### src/rtl/chm_fill_mem.sv
// Per-bucket fill counts, cleared by a sweep of one bucket per cycle after reset.
// One write port, one registered read port. No dependencies.
`default_nettype none

module chm_fill_mem #(
    parameter int  DEPTH  = 64,
    parameter int  DATA_W = 4,
    localparam int ADDR_W = $clog2(DEPTH)
) (
    input  wire logic              aclk,
    input  wire logic              aresetn,
    input  wire logic              we,
    input  wire logic [ADDR_W-1:0] waddr,
    input  wire logic [DATA_W-1:0] wdata,
    input  wire logic [ADDR_W-1:0] raddr,
    output logic      [DATA_W-1:0] rdata,
    output logic                   busy
);

    localparam logic [ADDR_W-1:0] LAST = ADDR_W'(DEPTH - 1);

    logic [DATA_W-1:0] mem [DEPTH];
    logic [DATA_W-1:0] rdata_reg;
    logic              busy_reg;
    logic [ADDR_W-1:0] clr_reg;

    always_ff @(posedge aclk) begin
        if (!aresetn) begin
            busy_reg <= 1'b1;
            clr_reg  <= '0;
        end else if (busy_reg) begin
            if (clr_reg == LAST) begin
                busy_reg <= 1'b0;
            end else begin
                clr_reg <= clr_reg + 1'b1;
            end
        end
    end

    always_ff @(posedge aclk) begin
        if (busy_reg) begin
            mem[clr_reg] <= '0;
        end else if (we) begin
            mem[waddr] <= wdata;
        end
        rdata_reg <= mem[raddr];
    end

    assign rdata = rdata_reg;
    assign busy  = busy_reg;

endmodule

`default_nettype wire

### config.mk
export PLATFORM = sky130hd
export DESIGN_NAME = chm_fill_mem
export DESIGN_NICKNAME = d
export VERILOG_FILES = /design/src/rtl/chm_fill_mem.sv
export SDC_FILE = /design/constraint.sdc
export NUM_CORES = 1
export LEC_CHECK = 0
export ABC_AREA = 1
export BUFFER_PORTS_ARGS = -buffer_cell sky130_fd_sc_hd__buf_4
export CAP_MARGIN = 40
export CELL_PAD_IN_SITES_DETAIL_PLACEMENT = 0
export CELL_PAD_IN_SITES_GLOBAL_PLACEMENT = 1
export CORE_ASPECT_RATIO = 1.2
export CORE_MARGIN = 4
export CORE_UTILIZATION = 54
export CTS_CLUSTER_DIAMETER = 50
export DETAILED_ROUTE_END_ITERATION = 7
export GPL_TIMING_DRIVEN = 0
export MAX_ROUTING_LAYER = met4
export PLACE_DENSITY_LB_ADDON = 0.1
export SETUP_SLACK_MARGIN = 0.5
export SLEW_MARGIN = 20
export SYNTH_ARGS = -nofsm -noshare
export SYNTH_HDL_FRONTEND = slang
export SYNTH_SLANG_ARGS = --single-unit
### constraint.sdc
create_clock -name aclk -period 4.4 [get_ports aclk]
set_input_delay 0 -clock aclk [delete_from_list [all_inputs] [get_ports aclk]]
set_output_delay 0 -clock aclk [all_outputs]
set_load 0.1 [all_outputs]
==> results.yml, run 1 <==
drt:
  routed_wl_um: 30700
  drtPass1Iterations: 5
  avgViaCountPerCell: 5.69
  first_iter_violations: 822
  antenna_left: 0
  detail_route.wl_per_cell_um: 22.4
  vias: 7808
  drc: 0
synthesis:
  synthAdderAreaFrac_pct: 0.112
  yosys.area.top_type: "edfxtp_1"
  synthSimpleGateAreaFrac_pct: 24.9
  synthMostInstantiatedCell: "nand2_1"
  syn_area_um2: 11200
  yosysWarnings: 0
  async_reset_ff_share_pct: 0
  synth_xor_area_share_pct: 0.235
  ys_top_cells_by_count: "nand2_1 (343), edfxtp_1 (256), nand3_1 (222)"
  syn_nets: 1037
  yosysTopAreaCellShare_pct: 68.8
  synth.avg_cell_area_um2: 11.0
  seq_area_frac_synth_pct: 70.7
  syn_inst: 1017
  synthMuxAreaShare_pct: 0
  yosys_register_bits: 267
  synth_top_family_by_area: "simple AND/OR/NAND/NOR gates"
  synthDistinctLibCells: 24
  synth_area_leaders: "edfxtp_1 (69%), nand2_1 (12%), nand3_1 (9.9%)"
  synthFlopType: "edfxtp_1"
  synth_edf_count: 256
  synth_compound_area_share_pct: 0.884
global_route:
  grt_pass1_wl_um: 45300
  track_usage_pct: 27.1
  grt_max_degree: 31
  grt_pass1_vias: 7592
  antenna_found_initial: 0
  overflow: 0
cells_and_area:
  seq_area_um2: 7910
  multiInputGateArea_um2: 2950
  largest_register_ffs: 256
  fill_cells: 1679
  final_net_count: 1110
  antennaDiodeCount: 0
  drive_gt1_share_pct: 10.7
  area_delta_synth_final_pct: 14.8
sta:
  max_freq_mhz: 351
  worst_pin_slew_ns: 0.838
  whs_ns: 0.117
  slew-limit-headroom_pct: 43.9
  setup_ws_ns: 1.55
  setup_viol: 0
  final_max_slew_viol_count: 0
  rsz0062_at_grt: "no"
  fin_tns_setup_ns: 0
  hold_violations: 0
  skew_ns: 0.00855
  finalCriticalPeriod_ns: 2.85
  period_share_pct: 64.8
critical_path:
  critPathKind: "reg2reg"
  r2r_slack_ns: 1.55
  startpoint_type: "flip-flop"
  cp-end-kind: "flip-flop"
  path_common_cell: "inv_1"
  path_buf_inv: 3
  cp_data_required_time_ns: 4.57
  slowest_delay_ns: 0.71
  cp_max_fo: 10
  cp_top_family: "simple AND/OR/NAND/NOR gates"
  cp_slowest_cell: "nand4_1"
  crit_chain: "inv_1 -> nand2_4 -> buf_6 -> nand2_1 -> o21ai_2 -> inv_1 -> nand4_1 -> nor2_1"
  arrival_ns: 3.02
pwr:
  power.total_mw: 5.24
  power-per-cell-area_nw_per_um2: 408
  vdd_drop_max_mv: 0.401
  leakage_nw: 4.89
clock_network:
  insertion_delay_ns: 0.53
  post_cts_buffers: 0
  ctsResizeCount: 0
  h-tree-depth: 1
  clk_path_buf_depth: 3
  tritoncts: "built"
  clk_pin_slew_ns: 0.06
  cts_sinks: 267
  numCtsBuffers: 27
  cts-root-buf: "clkbuf_16"
placement:
  port_buffers: 20
  gp_congestion: 0.928
  place_ws_ns: 1.64
  hpwl_um: 20800
job:
  maxCapViolCount: 0
floorplanning:
  fp.dieH_um: 166
  dieWidth_um: 139
  num_io_pins: 24
  coreArea_um2: 20300
  core.rowCount: 57
  dieArea_um2: 23100
  initial_utilization_pct: 55.0
run_status:
  outcome: "complete, no violations"
worst_hold_path:
  hp-class: "in2reg"
## timing repair
action | CTS | global route
hold endpoints to repair | 63 | 0
endpoints found under the setup margin | 0 | 0
hold buffers | 9 | 0
## cell type report
class | count | share of cell area [%]
sequential | 267 | 61.6
multi-input combinational | 670 | 23.0
clock buffer | 30 | 5.35
timing repair buffer | 44 | 3.79
tap | 265 | 2.58
buffer | 54 | 1.99
clock inverter | 16 | 0.907
inverter | 26 | 0.761
## power by group
| group | internal (mW) | total, mW | switching (mW) | leakage (nW) |
|---|---|---|---|---|
| clock | 1.18 | 2.11 | 0.929 | 0.394 |
| sequential | 2.76 | 2.77 | 0.00574 | 2.62 |
| combinational | 0.0942 | 0.365 | 0.270 | 1.88 |
## kinds of logic after synthesis
| logic type | Yosys count |
|---|---|
| AND/OR/NAND/NOR | 653 |
| flip-flops | 267 |
| buffers and inverters | 80 |
| AO/OA/AOI/OAI | 13 |
| XOR/XNOR | 3 |
| adder cells (fa/ha/maj) | 1 |
## routing by layer
layer	global-route usage (%)	vias to the layer above	routed length (um)
met4	11.4	0	1420
met5	-	-	0
met2	44.1	319	15300
met3	3.46	91	2090
li1	-	3696	-
met1	34.6	3702	11800
## path summary, 6_finish.rpt
| kind | startpoint | cells after the start | to |
|---|---|---|---|
| setup / recovery | busy$_SDFF_PN1_ | 8 | mem[11][1]$_DFFE_PP_ |
| hold / removal | waddr[2] | 4 | mem[40][2]$_DFFE_PP_ |
| setup reg to reg | busy$_SDFF_PN1_ | 8 | mem[11][1]$_DFFE_PP_ |
| hold reg to reg | clr_reg[0]$_SDFFE_PN0P_ | 1 | clr_reg[0]$_SDFFE_PN0P_ |
## layout by cell type (no fill, tap or decap), types with 6 or more instances in the layout
master / Yosys / final
buf_4: 0 / 20
nor4_1: 8 / 8
clkbuf_2: 1 / 6
nor2_1: 67 / 63
buf_2: 35 / 36
nand3_1: 222 / 222
nand4_1: 8 / 8
clkbuf_16: 0 / 27
inv_1: 25 / 25
clkinv_1: 0 / 8
buf_16: 0 / 6
dfxtp_1: 11 / 11
edfxtp_1: 256 / 256
clkbuf_1: 16 / 19
nand2_1: 343 / 343
dlygate4sd3_1: 0 / 9
## worst register-to-register path, cell delays in order, from the launching register on
cell and delay, ns:
dfxtp_1 0.32, inv_1 0.11, nand2_4 0.10, buf_6 0.18, nand2_1 0.08, o21ai_2 0.13
inv_1 0.23, nand4_1 0.71, nor2_1 0.64
## through the flow
stage                     std cells  instance area (um^2)  util [%]
after global routing           1372                 12800      63.1
final                          1372                 12800      63.1
after CTS                      1367                 12800      63.0
after global placement         1302                 11700      57.4
after detailed placement       1312                 11900      58.6
after floorplan                1017                 11200         -
No activity file was read; power rests on OpenSTA's default activity.
==> run 2, diff against run 1 <==
--- a/config.mk
+++ b/config.mk
@@ -12,7 +12,7 @@
 export CELL_PAD_IN_SITES_GLOBAL_PLACEMENT = 1
 export CORE_ASPECT_RATIO = 1.2
 export CORE_MARGIN = 4
-export CORE_UTILIZATION = 54
+export CORE_UTILIZATION = 45
 export CTS_CLUSTER_DIAMETER = 50
 export DETAILED_ROUTE_END_ITERATION = 7
 export GPL_TIMING_DRIVEN = 0
==> constraint.sdc (replaced) <==
create_clock -name aclk -period 2.36 [get_ports aclk]
set_input_delay 0 -clock aclk [delete_from_list [all_inputs] [get_ports aclk]]
set_output_delay 0 -clock aclk [all_outputs]
set_load 0.1 [all_outputs]
==> results.yml, run 2 (synthesis results as in run 1) <==
sta:
  worst_pin_slew_ns: 0.859
  period_share_pct: 81.3
  slew-limit-headroom_pct: 42.7
  fin_tns_setup_ns: 0
  rsz0062_at_grt: "yes"
  setup_viol: 0
  setup_ws_ns: 0.440
  final_max_slew_viol_count: 0
  skew_ns: 0.00727
  whs_ns: 0.0425
  hold_violations: 0
  finalCriticalPeriod_ns: 1.92
  max_freq_mhz: 521
clock_network:
  clk_pin_slew_ns: 0.06
  numCtsBuffers: 27
  cts-root-buf: "clkbuf_16"
  clk_path_buf_depth: 3
  insertion_delay_ns: 0.54
  cts_sinks: 267
  tritoncts: "built"
  h-tree-depth: 1
critical_path:
  cp_max_fo: 8
  startpoint_type: "flip-flop"
  reg2regPathDepth: 9
  cp-end-kind: "flip-flop"
  r2r-start: "busy$_SDFF_PN1_"
  arrival_ns: 2.17
  cp_data_required_time_ns: 2.61
  critPathKind: "reg2reg"
  regToRegEndpoint: "mem[43][3]$_DFFE_PP_"
  r2r_slack_ns: 0.44
pwr:
  p_comb_share_pct: 8.6
  power-per-cell-area_nw_per_um2: 699
  internal-power_mw: 7.49
  p_sw_mw: 2.36
  switching_share_pct: 24.0
  p_seq_share_pct: 52.4
  leakage_nw: 5.09
  vdd_drop_max_mv: 0.623
  pwr-share-clk_pct: 39.0
  power.total_mw: 9.85
drt:
  drc: 0
  drtPass1Iterations: 5
  vias: 8010
  routed_wl_um: 33500
  avgViaCountPerCell: 5.42
  first_iter_violations: 527
  detail_route.wl_per_cell_um: 22.7
  antenna_left: 0
cells_and_area:
  finalInstanceArea_um2: 14100
  final_cell_mix: "nand2_1 (337), edfxtp_1 (256), nand3_1 (217), nor2_4 (62), buf_4 (52)"
  final_net_count: 1158
  drive_gt1_share_pct: 22.0
  largest_register_ffs: 256
  area_delta_synth_final_pct: 26.1
  fin_util_pct: 58.3
  antennaDiodeCount: 0
  final_cells: 1477
  mostFrequentLayoutCell: "nand2_1"
global_route:
  antenna_found_initial: 0
  grt_pass1_vias: 7664
  grt_max_degree: 33
  overflow: 0
  track_usage_pct: 24.3
  grt_pass1_wl_um: 48300
worst_hold_path:
  hold_end: "rdata[2]$_DFF_P_"
  hp-class: "in2reg"
  min_from: "raddr[3]"
  hold_depth: 5
floorplanning:
  initial_utilization_pct: 46.2
  fp.dieH_um: 181
  dieArea_um2: 27400
  num_io_pins: 24
  core.rowCount: 62
  coreArea_um2: 24200
  dieWidth_um: 152
job:
  maxCapViolCount: 0
placement:
  place_ws_ns: -0.466
  port_buffers: 20
  gp_congestion: 0.869
  dpl-instance-area_um2: 12200
  post-place-cells: 1368
  hpwl_um: 22100
run_status:
  outcome: "complete, no violations"
==> run 2: cell types whose count changed in the layout (fill, tap and decap cells not counted), sizes merged <==
cell	delta
dlygate4sd3	-2
clkdlybuf4s15	-1
buf	+55
nor2	+1
bufinv	-1
clkinv	+1
clkbuf	-3
==> run 2: what timing repair did <==
item                                   CTS  global route
setup endpoints to repair              256           296
endpoints found under the hold margin   78             0
hold buffers                             7             0
gates resized for setup                 92            59
pin swaps                               20            14
cloned                                   0             1
buffers inserted                        33            19
==> run 2: worst max-delay path, cell delays in order, from the launching register on <==
cell,delay [ns]
dfxtp_4,0.35
inv_4,0.05
nand2_8,0.10
buf_12,0.14
nand2_2,0.07
o21ai_4,0.14
nand3_4,0.19
buf_6,0.17
nor4_4,0.25
buf_4,0.19
==> run 2: how the worst max path moves through the flow <==
stage | from | end
final | busy$_SDFF_PN1_ | mem[43][3]$_DFFE_PP_
after global routing | busy$_SDFF_PN1_ | mem[55][1]$_DFFE_PP_
after CTS | busy$_SDFF_PN1_ | mem[48][0]$_DFFE_PP_
after detailed placement | busy$_SDFF_PN1_ | mem[30][1]$_DFFE_PP_
after global placement | busy$_SDFF_PN1_ | mem[18][1]$_DFFE_PP_
after floorplan | busy$_SDFF_PN1_ | mem[0][0]$_DFFE_PP_
==> run 2: cell type report <==
| type | count | area (um^2) |
|---|---|---|
| fillers | 2024 | 10100 |
| flip-flops and latches | 267 | 7910 |
| multi-input cells | 671 | 3650 |
| repair buffers | 91 | 987 |
| clock buffers | 32 | 694 |
| well taps | 320 | 400 |
| plain buffers | 54 | 264 |
| inverters | 26 | 113 |
| clock inverters | 16 | 80.1 |
==> run 2: per-layer routing <==
| layer | part of all wire (%) | track usage, % | vias to the layer above |
|---|---|---|---|
| li1 | - | - | 3797 |
| met1 | 39 | 30.0 | 3847 |
| met2 | 52 | 41.9 | 288 |
| met3 | 5.7 | 2.83 | 78 |
| met4 | 3.2 | 7.91 | 0 |
| met5 | 0 | - | - |
==> run 2: power by group through the flow <==
stage	Combinational, mW	Clock, mW	Sequential, mW
global placement	0.728	0	5.26
global route	0.912	4.09	5.16
detailed placement	0.740	0	5.26
floorplan	0.394	0	5.33
CTS	0.799	3.88	5.16
finish	0.850	3.84	5.16
